## src/rtl/arcball_drag_rotation_unit_assert.svh

```systemverilog
// Assertion macros for the arcball drag rotation unit.
// Each expects i_clk and i_rst_n in the scope of the use.
`ifndef ARCBALL_DRAG_ROTATION_UNIT_ASSERT_SVH
`define ARCBALL_DRAG_ROTATION_UNIT_ASSERT_SVH

// Same-cycle implication.
`define ADRU_ASSERT_IMPL(name, ante, cons) \
    name: assert property (@(posedge i_clk) disable iff (!i_rst_n) (ante) |-> (cons)) \
        else $error("arcball unit: assertion failed");

// Next-cycle implication.
`define ADRU_ASSERT_NEXT(name, ante, cons) \
    name: assert property (@(posedge i_clk) disable iff (!i_rst_n) (ante) |=> (cons)) \
        else $error("arcball unit: assertion failed");

`endif

```

## src/rtl/adru_pkg.sv

```systemverilog
`default_nettype none

package adru_pkg;

    localparam int FRAC_BITS = 14;
    localparam int WIN_W     = 13;
    localparam int RAD_W     = 16;
    localparam int CFG_W     = 16;
    localparam int IDX_W     = 3;
    localparam int MOUSE_W   = 14;
    localparam int QUAT_W    = 16;
    localparam int PT_W      = 16;
    localparam int D_W       = 17;
    localparam int OPN_W     = 19;
    localparam int ACC_W     = 40;
    localparam int S_W       = 37;
    localparam int STEP_W    = 5;

    localparam logic [QUAT_W-1:0] Q_ONE = QUAT_W'(1 << FRAC_BITS);
    localparam logic [STEP_W-1:0] PROD_FIRST_STEP = STEP_W'(3);

    typedef enum logic [1:0] {
        ACT_BEGIN,
        ACT_MOVE,
        ACT_END,
        ACT_RESET
    } t_action;

    typedef enum logic [IDX_W-1:0] {
        CFG_WIDTH,
        CFG_HEIGHT,
        CFG_CENTER_X,
        CFG_CENTER_Y,
        CFG_RADIUS
    } t_cfg_idx;

    typedef enum logic {
        ITU_DIV,
        ITU_SQRT
    } t_itu_mode;

    typedef struct packed {
        logic      start;
        t_itu_mode mode;
    } t_itu_req;

    typedef enum logic [3:0] {
        S_IDLE,
        S_MAC_MAP,
        S_SQRT,
        S_DIV_X,
        S_DIV_Y,
        S_DIV_Z,
        S_POINT,
        S_MAC_PROD,
        S_FINISH
    } t_state;

    typedef enum logic [4:0] {
        OP_DX, OP_DY, OP_R,
        OP_A0, OP_A1, OP_A2,
        OP_C0, OP_C1, OP_C2,
        OP_Q0, OP_Q1, OP_Q2, OP_Q3,
        OP_D0, OP_D1, OP_D2, OP_D3
    } t_opnd;

    typedef enum logic [3:0] {
        MD_NONE, MD_S, MD_R2,
        MD_D0, MD_D1, MD_D2, MD_D3,
        MD_N0, MD_N1, MD_N2, MD_N3
    } t_mdst;

    typedef struct packed {
        t_opnd a;
        t_opnd b;
        logic  neg;
        logic  first;
        logic  last;
        t_mdst dst;
    } t_mac_op;

    function automatic t_mac_op mk_op(t_opnd a, t_opnd b, logic neg, logic first,
                                      logic last, t_mdst dst);
        t_mac_op o;
        o.a     = a;
        o.b     = b;
        o.neg   = neg;
        o.first = first;
        o.last  = last;
        o.dst   = dst;
        return o;
    endfunction

    function automatic t_mac_op mac_op(logic [STEP_W-1:0] step);
        t_mac_op o;
        case (step)
            5'd0:  o = mk_op(OP_DX, OP_DX, 1'b0, 1'b1, 1'b0, MD_NONE);
            5'd1:  o = mk_op(OP_DY, OP_DY, 1'b0, 1'b0, 1'b1, MD_S);
            5'd2:  o = mk_op(OP_R,  OP_R,  1'b0, 1'b1, 1'b1, MD_R2);
            5'd3:  o = mk_op(OP_A0, OP_C0, 1'b0, 1'b1, 1'b0, MD_NONE);
            5'd4:  o = mk_op(OP_A1, OP_C1, 1'b0, 1'b0, 1'b0, MD_NONE);
            5'd5:  o = mk_op(OP_A2, OP_C2, 1'b0, 1'b0, 1'b1, MD_D0);
            5'd6:  o = mk_op(OP_A1, OP_C2, 1'b0, 1'b1, 1'b0, MD_NONE);
            5'd7:  o = mk_op(OP_A2, OP_C1, 1'b1, 1'b0, 1'b1, MD_D1);
            5'd8:  o = mk_op(OP_A2, OP_C0, 1'b0, 1'b1, 1'b0, MD_NONE);
            5'd9:  o = mk_op(OP_A0, OP_C2, 1'b1, 1'b0, 1'b1, MD_D2);
            5'd10: o = mk_op(OP_A0, OP_C1, 1'b0, 1'b1, 1'b0, MD_NONE);
            5'd11: o = mk_op(OP_A1, OP_C0, 1'b1, 1'b0, 1'b1, MD_D3);
            5'd12: o = mk_op(OP_Q0, OP_D0, 1'b0, 1'b1, 1'b0, MD_NONE);
            5'd13: o = mk_op(OP_Q1, OP_D1, 1'b1, 1'b0, 1'b0, MD_NONE);
            5'd14: o = mk_op(OP_Q2, OP_D2, 1'b1, 1'b0, 1'b0, MD_NONE);
            5'd15: o = mk_op(OP_Q3, OP_D3, 1'b1, 1'b0, 1'b1, MD_N0);
            5'd16: o = mk_op(OP_Q0, OP_D1, 1'b0, 1'b1, 1'b0, MD_NONE);
            5'd17: o = mk_op(OP_Q1, OP_D0, 1'b0, 1'b0, 1'b0, MD_NONE);
            5'd18: o = mk_op(OP_Q2, OP_D3, 1'b0, 1'b0, 1'b0, MD_NONE);
            5'd19: o = mk_op(OP_Q3, OP_D2, 1'b1, 1'b0, 1'b1, MD_N1);
            5'd20: o = mk_op(OP_Q0, OP_D2, 1'b0, 1'b1, 1'b0, MD_NONE);
            5'd21: o = mk_op(OP_Q1, OP_D3, 1'b1, 1'b0, 1'b0, MD_NONE);
            5'd22: o = mk_op(OP_Q2, OP_D0, 1'b0, 1'b0, 1'b0, MD_NONE);
            5'd23: o = mk_op(OP_Q3, OP_D1, 1'b0, 1'b0, 1'b1, MD_N2);
            5'd24: o = mk_op(OP_Q0, OP_D3, 1'b0, 1'b1, 1'b0, MD_NONE);
            5'd25: o = mk_op(OP_Q1, OP_D2, 1'b0, 1'b0, 1'b0, MD_NONE);
            5'd26: o = mk_op(OP_Q2, OP_D1, 1'b1, 1'b0, 1'b0, MD_NONE);
            5'd27: o = mk_op(OP_Q3, OP_D0, 1'b0, 1'b0, 1'b1, MD_N3);
            default: o = mk_op(OP_R, OP_R, 1'b0, 1'b1, 1'b1, MD_NONE);
        endcase
        return o;
    endfunction

endpackage

`default_nettype wire

```

## src/rtl/arcball_drag_rotation_unit.sv

```systemverilog
// Channel | Direction | Handshake                    | Payload
// in      | input     | i_in_valid / o_in_stall      | i_action, i_mouse_x, i_mouse_y
// out     | output    | o_out_valid / i_out_stall    | o_quat_w/x/y/z, o_dragging
// cfg     | input     | i_cfg_valid / o_cfg_ready    | i_cfg_index, i_cfg_data
//
// End, reset and ignored events skip the arithmetic. A begin or move takes a root and two
// divides (three inside the ball) on the bit-serial divide/root unit (32 root steps, 16 per
// divide); a move also runs 25 products on the single multiply-accumulate.
// One event at a time; the next transfer is taken once the result sits in the
// output register, which holds it while i_out_stall is high.
// Reset is synchronous, active low, and restores the control and configuration registers and identity rotation.
`default_nettype none

module arcball_drag_rotation_unit (
    input  wire logic        i_clk,
    input  wire logic        i_rst_n,
    input  wire logic        i_in_valid,
    output logic             o_in_stall,
    input  wire logic [1:0]  i_action,
    input  wire logic [13:0] i_mouse_x,
    input  wire logic [13:0] i_mouse_y,
    output logic             o_out_valid,
    input  wire logic        i_out_stall,
    output logic [15:0]      o_quat_w,
    output logic [15:0]      o_quat_x,
    output logic [15:0]      o_quat_y,
    output logic [15:0]      o_quat_z,
    output logic             o_dragging,
    input  wire logic        i_cfg_valid,
    output logic             o_cfg_ready,
    input  wire logic [2:0]  i_cfg_index,
    input  wire logic [15:0] i_cfg_data
);
    import adru_pkg::*;
    `include "arcball_drag_rotation_unit_assert.svh"

    logic [WIN_W-1:0]         r_cfg_w, r_cfg_h, r_cx, r_cy;
    logic [RAD_W-1:0]         r_rad;
    t_state                   r_state, n_state;
    logic [STEP_W-1:0]        r_step;
    logic                     r_launched;
    t_action                  r_act;
    logic signed [OPN_W-1:0]  r_dx, r_dy;
    logic signed [ACC_W-1:0]  r_acc;
    logic [S_W-1:0]           r_s;
    logic [31:0]              r_r2;
    logic [31:0]              r_len;
    logic signed [PT_W-1:0]   r_p [3];
    logic signed [PT_W-1:0]   r_a [3];
    logic signed [QUAT_W-1:0] r_sq [4];
    logic signed [QUAT_W-1:0] r_nq [4];
    logic signed [D_W-1:0]    r_d [4];
    logic                     r_drag;
    logic                     r_ov;
    logic [QUAT_W-1:0]        r_oq [4];
    logic                     r_odrag;

    t_action                  act_in;
    logic                     in_xfer, in_win;
    logic signed [OPN_W-1:0]  mx2, my2, dfx, dfy;
    logic [RAD_W-1:0]         rad;
    logic [OPN_W-1:0]         adx_f, ady_f;
    logic [17:0]              adx, ady, dsel;
    logic                     rim, dneg;

    t_mac_op                  op;
    logic signed [OPN_W-1:0]  op_a, op_b;
    logic signed [37:0]       prod;
    logic signed [ACC_W-1:0]  prod_x, term, acc_next;
    logic [ACC_W-1:0]         acc_mag, acc_rnd;
    logic [25:0]              rnd;
    logic signed [26:0]       rs;
    logic signed [QUAT_W-1:0] sat_q;

    t_itu_req                 itu_req;
    logic [63:0]              itu_num;
    logic [31:0]              itu_den, itu_res;
    logic                     itu_done;
    logic signed [PT_W-1:0]   qpt;
    logic                     out_load, mac_run;
    logic                     pt_ok;

    assign act_in  = t_action'(i_action);
    assign in_xfer = i_in_valid && !o_in_stall;
    assign in_win  = !i_mouse_x[13] && (i_mouse_x[12:0] < r_cfg_w) &&
                     !i_mouse_y[13] && (i_mouse_y[12:0] < r_cfg_h);
    assign mx2     = {{4{i_mouse_x[13]}}, i_mouse_x, 1'b0};
    assign my2     = {{4{i_mouse_y[13]}}, i_mouse_y, 1'b0};
    assign dfx     = $signed({6'd0, r_cx}) - mx2;
    assign dfy     = $signed({6'd0, r_cy}) - my2;

    assign rad   = (r_rad == '0) ? RAD_W'(1) : r_rad;
    assign adx_f = r_dx[OPN_W-1] ? -r_dx : r_dx;
    assign ady_f = r_dy[OPN_W-1] ? -r_dy : r_dy;
    assign adx   = adx_f[17:0];
    assign ady   = ady_f[17:0];
    assign rim   = r_s > {5'd0, r_r2};

    function automatic logic signed [OPN_W-1:0] pick(t_opnd sel);
        logic signed [OPN_W-1:0] v;
        case (sel)
            OP_DX:   v = r_dx;
            OP_DY:   v = r_dy;
            OP_R:    v = $signed({3'd0, rad});
            OP_A0:   v = OPN_W'(r_a[0]);
            OP_A1:   v = OPN_W'(r_a[1]);
            OP_A2:   v = OPN_W'(r_a[2]);
            OP_C0:   v = OPN_W'(r_p[0]);
            OP_C1:   v = OPN_W'(r_p[1]);
            OP_C2:   v = OPN_W'(r_p[2]);
            OP_Q0:   v = OPN_W'(r_sq[0]);
            OP_Q1:   v = OPN_W'(r_sq[1]);
            OP_Q2:   v = OPN_W'(r_sq[2]);
            OP_Q3:   v = OPN_W'(r_sq[3]);
            OP_D0:   v = OPN_W'(r_d[0]);
            OP_D1:   v = OPN_W'(r_d[1]);
            OP_D2:   v = OPN_W'(r_d[2]);
            OP_D3:   v = OPN_W'(r_d[3]);
            default: v = '0;
        endcase
        return v;
    endfunction

    always_comb begin
        op       = mac_op(r_step);
        op_a     = pick(op.a);
        op_b     = pick(op.b);
        prod     = op_a * op_b;
        prod_x   = ACC_W'(prod);
        term     = op.neg ? -prod_x : prod_x;
        acc_next = (op.first ? '0 : r_acc) + term;
        acc_mag  = acc_next[ACC_W-1] ? -acc_next : acc_next;
        acc_rnd  = acc_mag + (ACC_W'(1) << (FRAC_BITS - 1));
        rnd      = acc_rnd[ACC_W-1:FRAC_BITS];
        rs       = acc_next[ACC_W-1] ? -$signed({1'b0, rnd}) : $signed({1'b0, rnd});
        if (rs > 27'sd32767) begin
            sat_q = 16'sh7FFF;
        end else if (rs < -27'sd32768) begin
            sat_q = 16'sh8000;
        end else begin
            sat_q = rs[15:0];
        end
    end

    always_comb begin
        dsel    = (r_state == S_DIV_Y) ? ady : adx;
        itu_num = '0;
        itu_den = '0;
        case (r_state)
            S_SQRT: begin
                if (rim) begin
                    itu_num = {7'd0, r_s, 20'd0};
                end else begin
                    itu_num = {2'd0, r_r2 - r_s[31:0], 30'd0};
                end
            end
            S_DIV_X, S_DIV_Y: begin
                if (rim) begin
                    itu_num = ({46'd0, dsel} << (FRAC_BITS + 10)) + {33'd0, r_len[31:1]};
                    itu_den = r_len;
                end else begin
                    itu_num = ({46'd0, dsel} << FRAC_BITS) + {49'd0, rad[RAD_W-1:1]};
                    itu_den = {16'd0, rad};
                end
            end
            S_DIV_Z: begin
                itu_num = ({32'd0, r_len} << FRAC_BITS) + ({48'd0, rad} << FRAC_BITS);
                itu_den = {1'b0, rad, 15'd0};
            end
            default: begin
                itu_num = '0;
            end
        endcase
    end

    always_comb begin
        dneg = (r_state == S_DIV_Y) ? r_dy[OPN_W-1] : r_dx[OPN_W-1];
        if (r_state == S_DIV_Z) begin
            dneg = 1'b0;
        end
        qpt = dneg ? -$signed(itu_res[15:0]) : $signed(itu_res[15:0]);
    end

    adru_itu u_itu (
        .i_clk   (i_clk),
        .i_rst_n (i_rst_n),
        .i_req   (itu_req),
        .i_num   (itu_num),
        .i_den   (itu_den),
        .o_done  (itu_done),
        .o_res   (itu_res)
    );

    always_comb begin
        n_state = r_state;
        case (r_state)
            S_IDLE: begin
                if (in_xfer) begin
                    if ((act_in == ACT_BEGIN && in_win) || (act_in == ACT_MOVE && r_drag)) begin
                        n_state = S_MAC_MAP;
                    end else begin
                        n_state = S_FINISH;
                    end
                end
            end
            S_MAC_MAP: begin
                if (op.last && op.dst == MD_R2) begin
                    n_state = S_SQRT;
                end
            end
            S_SQRT: begin
                if (itu_done) begin
                    n_state = S_DIV_X;
                end
            end
            S_DIV_X: begin
                if (itu_done) begin
                    n_state = S_DIV_Y;
                end
            end
            S_DIV_Y: begin
                if (itu_done) begin
                    n_state = rim ? S_POINT : S_DIV_Z;
                end
            end
            S_DIV_Z: begin
                if (itu_done) begin
                    n_state = S_POINT;
                end
            end
            S_POINT: begin
                n_state = (r_act == ACT_BEGIN) ? S_FINISH : S_MAC_PROD;
            end
            S_MAC_PROD: begin
                if (op.last && op.dst == MD_N3) begin
                    n_state = S_FINISH;
                end
            end
            S_FINISH: begin
                if (!r_ov || !i_out_stall) begin
                    n_state = S_IDLE;
                end
            end
            default: n_state = S_IDLE;
        endcase
    end

    always_comb begin
        itu_req.start = 1'b0;
        itu_req.mode  = ITU_DIV;
        out_load      = 1'b0;
        mac_run       = 1'b0;
        case (r_state)
            S_SQRT: begin
                itu_req.start = !r_launched;
                itu_req.mode  = ITU_SQRT;
            end
            S_DIV_X, S_DIV_Y, S_DIV_Z: begin
                itu_req.start = !r_launched;
            end
            S_MAC_MAP, S_MAC_PROD: begin
                mac_run = 1'b1;
            end
            S_FINISH: begin
                out_load = !r_ov || !i_out_stall;
            end
            default: begin
                mac_run = 1'b0;
            end
        endcase
    end

    assign o_in_stall  = (r_state != S_IDLE);
    assign o_cfg_ready = 1'b1;

    always_ff @(posedge i_clk) begin
        if (!i_rst_n) begin
            r_state    <= S_IDLE;
            r_launched <= 1'b0;
            r_ov       <= 1'b0;
            r_drag     <= 1'b0;
            r_cfg_w    <= WIN_W'(1024);
            r_cfg_h    <= WIN_W'(768);
            r_cx       <= WIN_W'(1024);
            r_cy       <= WIN_W'(768);
            r_rad      <= RAD_W'(5837);
            for (int i = 0; i < 4; i++) begin
                r_sq[i] <= (i == 0) ? Q_ONE : '0;
                r_nq[i] <= (i == 0) ? Q_ONE : '0;
            end
            for (int i = 0; i < 3; i++) begin
                r_a[i] <= '0;
            end
        end else begin
            r_state <= n_state;
            if (itu_req.start) begin
                r_launched <= 1'b1;
            end else if (itu_done) begin
                r_launched <= 1'b0;
            end
            if (out_load) begin
                r_ov <= 1'b1;
            end else if (!i_out_stall) begin
                r_ov <= 1'b0;
            end
            if (i_cfg_valid) begin
                case (t_cfg_idx'(i_cfg_index))
                    CFG_WIDTH:    r_cfg_w <= i_cfg_data[WIN_W-1:0];
                    CFG_HEIGHT:   r_cfg_h <= i_cfg_data[WIN_W-1:0];
                    CFG_CENTER_X: r_cx    <= i_cfg_data[WIN_W-1:0];
                    CFG_CENTER_Y: r_cy    <= i_cfg_data[WIN_W-1:0];
                    CFG_RADIUS:   r_rad   <= i_cfg_data;
                    default:      r_rad   <= r_rad;
                endcase
            end
            if (in_xfer) begin
                case (act_in)
                    ACT_END: begin
                        r_drag <= 1'b0;
                    end
                    ACT_RESET: begin
                        r_drag <= 1'b0;
                        for (int i = 0; i < 4; i++) begin
                            r_sq[i] <= (i == 0) ? Q_ONE : '0;
                            r_nq[i] <= (i == 0) ? Q_ONE : '0;
                        end
                    end
                    default: begin
                        r_drag <= r_drag;
                    end
                endcase
            end
            if (r_state == S_POINT && r_act == ACT_BEGIN) begin
                r_drag <= 1'b1;
                for (int i = 0; i < 3; i++) begin
                    r_a[i] <= r_p[i];
                end
                for (int i = 0; i < 4; i++) begin
                    r_sq[i] <= r_nq[i];
                end
            end
            if (mac_run && op.last) begin
                case (op.dst)
                    MD_N0:   r_nq[0] <= sat_q;
                    MD_N1:   r_nq[1] <= sat_q;
                    MD_N2:   r_nq[2] <= sat_q;
                    MD_N3:   r_nq[3] <= sat_q;
                    default: r_nq[0] <= r_nq[0];
                endcase
            end
        end
    end

    always_ff @(posedge i_clk) begin
        if (in_xfer) begin
            r_act <= act_in;
            r_dx  <= {dfx[15:0], 3'b000};
            r_dy  <= {dfy[15:0], 3'b000};
        end
        if (n_state == S_MAC_MAP && r_state == S_IDLE) begin
            r_step <= '0;
        end else if (r_state == S_POINT) begin
            r_step <= PROD_FIRST_STEP;
        end else if (mac_run) begin
            r_step <= r_step + STEP_W'(1);
        end
        if (mac_run) begin
            r_acc <= acc_next;
            if (op.last) begin
                case (op.dst)
                    MD_S:    r_s    <= acc_next[S_W-1:0];
                    MD_R2:   r_r2   <= acc_next[31:0];
                    MD_D0:   r_d[0] <= rs[D_W-1:0];
                    MD_D1:   r_d[1] <= rs[D_W-1:0];
                    MD_D2:   r_d[2] <= rs[D_W-1:0];
                    MD_D3:   r_d[3] <= rs[D_W-1:0];
                    default: r_s    <= r_s;
                endcase
            end
        end
        if (itu_done) begin
            case (r_state)
                S_SQRT:  r_len  <= itu_res;
                S_DIV_X: r_p[0] <= qpt;
                S_DIV_Y: begin
                    r_p[1] <= qpt;
                    if (rim) begin
                        r_p[2] <= '0;
                    end
                end
                S_DIV_Z: r_p[2] <= qpt;
                default: r_len  <= r_len;
            endcase
        end
        if (out_load) begin
            for (int i = 0; i < 4; i++) begin
                r_oq[i] <= r_nq[i];
            end
            r_odrag <= r_drag;
        end
    end

    assign o_out_valid = r_ov;
    assign o_quat_w    = r_oq[0];
    assign o_quat_x    = r_oq[1];
    assign o_quat_y    = r_oq[2];
    assign o_quat_z    = r_oq[3];
    assign o_dragging  = r_odrag;

    assign pt_ok = (r_p[0] <= 16'sd16384) && (r_p[0] >= -16'sd16384) &&
                   (r_p[1] <= 16'sd16384) && (r_p[1] >= -16'sd16384) &&
                   (r_p[2] <= 16'sd16384) && (r_p[2] >= -16'sd16384);

    `ADRU_ASSERT_IMPL(a_prod_needs_drag, r_state == S_MAC_PROD, r_drag)
    `ADRU_ASSERT_IMPL(a_itu_done_launched, itu_done, r_launched)
    `ADRU_ASSERT_IMPL(a_point_range, r_state == S_POINT, pt_ok)
    `ADRU_ASSERT_NEXT(a_out_load, out_load, o_out_valid && (r_state == S_IDLE))

endmodule

`default_nettype wire

```

## src/rtl/adru_itu.sv

```systemverilog
`default_nettype none

module adru_itu (
    input  wire logic                i_clk,
    input  wire logic                i_rst_n,
    input  wire adru_pkg::t_itu_req  i_req,
    input  wire logic [63:0]         i_num,
    input  wire logic [31:0]         i_den,
    output logic                     o_done,
    output logic [31:0]              o_res
);
    import adru_pkg::*;

    logic        r_busy;
    logic        r_done;
    t_itu_mode   r_mode;
    logic [4:0]  r_cnt;
    logic [34:0] r_rem;
    logic [63:0] r_val;
    logic [31:0] r_res;
    logic [31:0] r_den;

    logic [34:0] x;
    logic [34:0] y;
    logic [35:0] diff;
    logic        ge;

    always_comb begin
        if (r_mode == ITU_SQRT) begin
            x = {r_rem[32:0], r_val[63:62]};
            y = {1'b0, r_res, 2'b01};
        end else begin
            x = {2'b00, r_rem[31:0], r_val[63]};
            y = {3'b000, r_den};
        end
        diff = {1'b0, x} - {1'b0, y};
        ge   = ~diff[35];
    end

    always_ff @(posedge i_clk) begin
        if (!i_rst_n) begin
            r_busy <= 1'b0;
            r_done <= 1'b0;
        end else begin
            r_done <= 1'b0;
            if (i_req.start) begin
                r_busy <= 1'b1;
            end else if (r_busy && r_cnt == 5'd0) begin
                r_busy <= 1'b0;
                r_done <= 1'b1;
            end
        end
    end

    always_ff @(posedge i_clk) begin
        if (i_req.start) begin
            r_mode <= i_req.mode;
            r_den  <= i_den;
            r_res  <= 32'd0;
            if (i_req.mode == ITU_SQRT) begin
                r_cnt <= 5'd31;
                r_rem <= 35'd0;
                r_val <= i_num;
            end else begin
                r_cnt <= 5'd15;
                r_rem <= {3'b000, i_num[47:16]};
                r_val <= {i_num[15:0], 48'd0};
            end
        end else if (r_busy) begin
            r_rem <= ge ? diff[34:0] : x;
            r_res <= {r_res[30:0], ge};
            r_val <= (r_mode == ITU_SQRT) ? {r_val[61:0], 2'b00} : {r_val[62:0], 1'b0};
            r_cnt <= r_cnt - 5'd1;
        end
    end

    assign o_done = r_done;
    assign o_res  = r_res;

endmodule

`default_nettype wire

```

## config.mk

```make
export PLATFORM = sky130hd
export DESIGN_NAME = arcball_drag_rotation_unit
export DESIGN_NICKNAME = d
export VERILOG_FILES = /design/src/rtl/adru_pkg.sv /design/src/rtl/arcball_drag_rotation_unit.sv /design/src/rtl/adru_itu.sv
export VERILOG_INCLUDE_DIRS = /design/src /design/src/rtl
export SDC_FILE = /design/constraint.sdc
export NUM_CORES = 2
export LEC_CHECK = 0
export BUFFER_PORTS_ARGS = -buffer_cell sky130_fd_sc_hd__buf_4
export CAP_MARGIN = 40
export CORE_ASPECT_RATIO = 0.6
export CORE_MARGIN = 2
export CORE_UTILIZATION = 65
export DETAILED_ROUTE_END_ITERATION = 8
export PLACE_DENSITY = 0.94
export SLEW_MARGIN = 25
export SYNTH_ARGS = -nofsm -noshare
export SYNTH_HDL_FRONTEND = slang
export SYNTH_SLANG_ARGS = --single-unit
```

## constraint.sdc

```tcl
create_clock -name i_clk -period 21.6 [get_ports i_clk]
set_clock_uncertainty 0.15 [all_clocks]
set_input_delay 3.24 -clock i_clk [delete_from_list [all_inputs] [get_ports i_clk]]
set_output_delay 3.24 -clock i_clk [all_outputs]
set_load 0.02 [all_outputs]
```

=== Word-level counts from Yosys, hierarchy flattened ===
Memories as Yosys holds them, arrays and structs flattened.
Cells that the tools add are included.
W data, S select, Z words.

* Register bits: 425
* Bits in writable memories: 356
* Memory bits (read-only): 512
* Input bits: 54
* Output and inout bits: 68
* Logic and storage cells: 347
* Memories: 7

{| class="wikitable"
|+ Memories
! name !! words !! bits a word !! read ports !! clocked after Yosys merged registers in !! wr ports !! RTL line !! RTL
|-
| (name not given) || 32 || 16 || 1 || 0 || 0 || adru_pkg.sv:96 || <nowiki>case (step)</nowiki>
|-
| r_d || 4 || 17 || 4 || 0 || 1 || arcball_drag_rotation_unit.sv:52 || <nowiki>logic signed [D_W-1:0] r_d [4];</nowiki>
|-
| r_nq || 4 || 16 || 4 || 0 || 4 || arcball_drag_rotation_unit.sv:51 || <nowiki>logic signed [QUAT_W-1:0] r_nq [4];</nowiki>
|-
| r_oq || 4 || 16 || 4 || 0 || 4 || arcball_drag_rotation_unit.sv:55 || <nowiki>logic [QUAT_W-1:0] r_oq [4];</nowiki>
|-
| r_sq || 4 || 16 || 4 || 0 || 4 || arcball_drag_rotation_unit.sv:50 || <nowiki>logic signed [QUAT_W-1:0] r_sq [4];</nowiki>
|-
| r_a || 3 || 16 || 3 || 0 || 3 || arcball_drag_rotation_unit.sv:49 || <nowiki>logic signed [PT_W-1:0] r_a [3];</nowiki>
|-
| 1 more memories || n/a || n/a || n/a || n/a || n/a || n/a ||
|}

* Add/sub/neg operators: 17
* Multipliers: 1
* $lt $le $gt $ge: 5
* Eq/ne operators: 59
* Multiplexer cells: 153
* Bitwise logic cells: 23
* Reduce and logical (&&, ||, !) cells: 55

{| class="wikitable"
|+ Operators with widths
! cell !! number
|-
| $pmux W19 S17 || 2
|-
| $mux W16 || 26
|-
| $mux W64 || 4
|-
| $pmux W64 S3 || 1
|-
| $mux W40 || 3
|-
| $mux W33 || 3
|-
| $eq A5 B4 Y1 const B || 16
|-
| $mux W1 || 79
|-
| $mux W32 || 2
|-
| $pmux W32 S2 || 1
|-
| $mux W62 || 1
|-
| $mux W18 || 3
|-
| $mux W17 || 3
|-
| $reduce_or A17 Y1 || 3
|-
| $add A46 B30 Y47 || 1
|-
| $add A42 B31 Y43 || 1
|-
| $mux W43 || 1
|-
| $add A40 B14 Y40 const B || 1
|-
| $add A40 B40 Y40 || 1
|-
| $eq A5 B3 Y1 const B || 8
|-
| $mux W4 || 10
|-
| $neg A38 Y40 || 1
|-
| $neg A40 Y40 || 1
|-
| $mul A19 B19 Y38 || 1
|-
| other kinds (49) || 140
|}

=== Logic depth before layout (Yosys ltp) ===
* Depth after elaboration: 17
* Depth in mapped cells: 80
* Depth with buffers taken out: 71

=== By module ===
Synthesis repeated with hierarchy kept, for this count alone.

* Cell total of the unflattened synthesis: 6639
* Area total of the unflattened synthesis: 63195.6 um^2

{| class="wikitable"
|+ By module, submodules not included
! module !! instances !! cells an instance !! area each (um^2) !! seq. area each (um^2)
|-
| arcball_drag_rotation_unit || 1 || 5716 || 53213.5 || 17256.6
|-
| adru_itu || 1 || 923 || 9982.1 || 4734.5
|}

=== Worst setup path after synthesis ===
No wires, ideal clock.

* Kind: reg2reg
* From: reg r_step[0]
* To: mem r_nq[1][5] (data pin)
* Data arrival time: 18135 ps
* Required time: 21181 ps
* Setup slack: 3046 ps
* Cell stages (with the launch flop): 71
* Path through: dfxtp_1 -> inv_1 -> ha_1 -> buf_2 -> nor2b_1 -> a21oi_1 -> o21ai_1 -> clkbuf_1 -> buf_1 -> clkbuf_1 -> clkbuf_1 -> nor2_1 -> a22oi_1 -> nand4_1 -> nor3_1 -> clkbuf_1 -> nor2_1 -> fa_1 -> (+35 left out) -> clkbuf_1 -> clkbuf_1 -> nand2_1 -> xnor2_1 -> ha_1 -> nand4_1 -> or4_4 -> and2_4 -> nor4_1 -> xnor2_1 -> nand3b_1 -> or2_2 -> o41a_1 -> xnor2_1 -> nand4_1 -> o211ai_2 -> buf_4 -> o31ai_1

{| class="wikitable"
|+ RTL lines
! item !! RTL line !! RTL
|-
| start, declared || arcball_drag_rotation_unit.sv:40 || <nowiki>logic [STEP_W-1:0] r_step;</nowiki>
|-
| start signal, assigned || arcball_drag_rotation_unit.sv:365 || <nowiki>r_step <= r_step + STEP_W'(1);</nowiki>
|-
| end, declared || arcball_drag_rotation_unit.sv:51 ||
|}

==> reports/qor.csv <==
stage;metric;value;unit
status;status;finished, violations left;
status;failing checks;design-rule violations;
drt;top layer in use;met5;
cts;count of hold-fix buffers inserted at cts;0;
grt;total grt overflow;0;
die;IO Count;122;
worst_setup_path;Buf+Inv Stages, Crit Path;6;
drt;WL met1;87.9;mm
layout;P&R area growth vs syn;9.45;%
yosys;#FFs+latches synth;781;
flow_run;max-cap violation count;0;
layout;Final Net Count;7220;
placed_design;Final GP Congestion;1.08;
die;die height;243;um
die;core region area;94100;um2
worst_setup_path;cell repeated most along the worst path;fa_1;
sta;Final Hold Violating Endpoints;0;
drt;vias;54869;
yosys;dominant synthesized flop cell;edfxtp_1;
yosys;EDFF count, synth;635;
worst_setup_path;cell family with most CP delay;simple AND/OR/NAND/NOR gates;
worst_setup_path;RR Endpoint;r_nq[0][6]$_DFFE_PP_;
drt;drt initial violations;11146;
drt;Routed wire per std cell;30.0;um
drt;post-DR vias/cell;7.06;
yosys;Yosys top cell area share;30.9;%
grt;Total GRT Usage;46.8;%
cts;CTS sink cnt;781;
worst_setup_path;Max Fanout on Critical Path;20;
worst_setup_path;CP Capture Type;flip-flop;
placed_design;dpl hpwl;176;mm
placed_design;DP Worst Slack;1.38;ns
worst_setup_path;crit path launch;r_step[0]$_SDFFE_PP0P_;
sta;Final Critical Period;20.62;ns
worst_setup_path;critical path type;flip-flop to flip-flop;
sta;unrepaired setup endpoints after global routing;no;
drt;DR DRC count;156;
sta;final setup fails;0;
yosys;Yosys cell types;116;
worst_setup_path;Worst EP arrival;20.86;ns
worst_setup_path;Crit. path cell count;60;
worst_setup_path;crit-path max cell delay;0.78;ns
hold_path;critical hold path startpoint;r_cy[0]$_SDFFE_PN0P_;
sta;setup TNS;0;ns
drt;DR WL met2;86.5;mm
yosys;syn avg cell area;9.69;um2
die;Die ar.;97600;um2
cts;CTS tree;done;
sta;Slew headroom;22.2;%
sta;maximum clock rate;48.5;MHz
yosys;Yosys top cell by area;edfxtp_1;
sta;PnR worst setup slack;0.981;ns
yosys;sequential share of the synthesized area;35.6;%
yosys;Post-Syn Area;61800;um2
die;Rows;87;
worst_setup_path;Slowest-stage cell, CP;a221oi_1;
cts;htree depth;3;
grt;largest net degree at the start of global routing;82;
worst_setup_path;FF-to-FF path depth;60;
sta;Slew @ Worst Pin;1.17;ns
sta;Tcrit/Tclk final;95.5;%
worst_setup_path;CP required;21.84;ns
grt;initial antenna violation count;8;
cts;worst-skew pair later-pin latency;0.70;ns
sta;max-slew violation count;0;
cts;CTS root buf;clkbuf_16;
drt;final WL;233;mm
cts;Clk pin slew, worst setup/hold paths;0.07;ns
worst_setup_path;crit path capture;r_nq[0][6]$_DFFE_PP_;
yosys;ys async rst share;0;%
hold_path;worst min path class;flip-flop to flip-flop;
yosys;Synth area leaders;edfxtp_1 31%, fa_1 12%, ha_1 6.8%;
cts;Clock Path Buffers;3;
layout;layout cells sized above 1;9.65;%
grt;first-pass GRT wire length;337;mm
yosys;Syn. warnings;0;
worst_setup_path;startpoint types;flip-flop;
drt;met3 wire length;48.4;mm
layout;post-layout util;71.9;%
sta;worst hold margin;0.300;ns
die;DIE WIDTH;402;um
placed_design;IO Port Bufs;120;
drt;drt pass-1 iters;9;
cts;Inserted Clock Buffers;76;
yosys;syn nets;7138;
drt;ANT nets after route;0;
worst_setup_path;reg-to-reg slack, setup;0.98;ns
die;Starting Density;65.7;%
worst_setup_path;reg2reg start;r_step[0]$_SDFFE_PP0P_;
yosys;Syn Inst Count;6373;
grt;vias in the first global route;51157;
cts;setup bufs post-CTS;0;
==> kinds of logic (layout without fill, tap and decap cells) <==
| kind of cell | after synthesis | in the layout | share of synthesized area (%) |
|---|---|---|---|
| muxes | 247 | 247 | 4.10 |
| AOI/OAI and AO/OA | 1349 | 1349 | 15.3 |
| adders and majority gates | 712 | 712 | 19.0 |
| buffers and inverters | 967 | 1111 | 6.01 |
| xor gates and xnor gates | 302 | 302 | 4.31 |
| DFF | 781 | 781 | 35.6 |
| other | 2 | 10 | 0.0122 |
| and+or+nand+nor | 2013 | 2013 | 15.6 |
==> worst min path at each step <==
stage / to / depth (start not counted)
2_1_floorplan: r_len[11]$_DFFE_PP_ / 0
3_3_place_gp: r_dy[3]$_DFFE_PP_ / 0
3_5_place_dp: r_dy[3]$_DFFE_PP_ / 0
4_1_cts: r_dy[3]$_DFFE_PP_ / 0
5_1_grt: r_dy[3]$_DFFE_PP_ / 0
6_report: r_dy[3]$_DFFE_PP_ / 0
==> metal layers <==
layer / track usage [%] / up-vias
met5: 1.71 / -
met4: 14.3 / 10
met3: 26.2 / 780
met2: 59.3 / 4983
met1: 66.6 / 26345
li1: - / 22751
==> placed cells by master, fill, tap and decap left out, drive strengths merged, types with 42 or more instances in the layout <==
| cell type | netlist | routed |
|---|---|---|
| inv | 650 | 655 |
| nand3 | 107 | 107 |
| and2 | 98 | 98 |
| a22o | 47 | 47 |
| mux2i | 198 | 198 |
| nor2 | 473 | 473 |
| xnor2 | 177 | 177 |
| a21o | 73 | 73 |
| edfxtp | 635 | 635 |
| xor2 | 125 | 125 |
| buf | 52 | 313 |
| a222oi | 54 | 54 |
| a22oi | 92 | 92 |
| o211ai | 42 | 42 |
| nor3 | 108 | 108 |
| nand4 | 46 | 46 |
| clkbuf | 261 | 105 |
| mux2 | 49 | 49 |
| ha | 334 | 334 |
| a21oi | 277 | 277 |
| dfxtp | 146 | 146 |
| a211oi | 47 | 47 |
| nand2b | 85 | 85 |
| fa | 377 | 377 |
| o31ai | 69 | 69 |
| o21ai | 218 | 218 |
| nor2b | 83 | 83 |
| o22ai | 71 | 71 |
| and3 | 132 | 132 |
| a221oi | 44 | 44 |
| nand2 | 701 | 701 |
==> cell type report <==
type | instances | area (um2)
inverters | 654 | 2460
multi-input cells | 4625 | 36400
fillers | 6696 | 26400
flip-flops and latches | 781 | 22000
diodes | 8 | 20.0
clock inverters | 39 | 423
clock buffers | 101 | 2130
repair buffers | 317 | 2590
well taps | 1246 | 1560
==> Yosys cell counts, types with 71 or more instances <==
library cell  number
a21o_1            72
a21oi_1          273
a22oi_1           92
and2_1            93
and3_1           131
clkbuf_1         260
dfxtp_1          146
edfxtp_1         635
fa_1             377
ha_1             334
inv_1            646
mux2i_1          198
nand2_1          700
nand2b_1          85
nand3_1          105
nor2_1           472
nor2b_1           82
nor3_1           102
o21ai_0          209
o22ai_1           71
xnor2_1          176
xor2_1           125
==> per-stage QoR <==
stage / instance area [um2] / instances
after floorplan: 61800 / 6373
after global placement: 64500 / 7577
after detailed placement: 64900 / 7605
after CTS: 67400 / 7745
after global routing: 67600 / 7763
final: 67600 / 7771
==> state kept, by name (all words and copies together), names as in the netlist, 33 cells and up <==
signal       cells
r_nq            64
r_sq            64
r_a             48
r_s             37
u_itu.r_val     64
r_oq            64
r_acc           40
r_p             48
r_d             68
u_itu.r_rem     33
==> repair_timing <==
action | 4_1_cts | 5_1_grt
resized for setup | 0 | 2
hold endpoints to repair | 0 | 0
setup endpoints to repair | 0 | 43
Power is not shown: default switching activity piles up to over one toggle a cycle in this logic, so the estimate is an artifact.
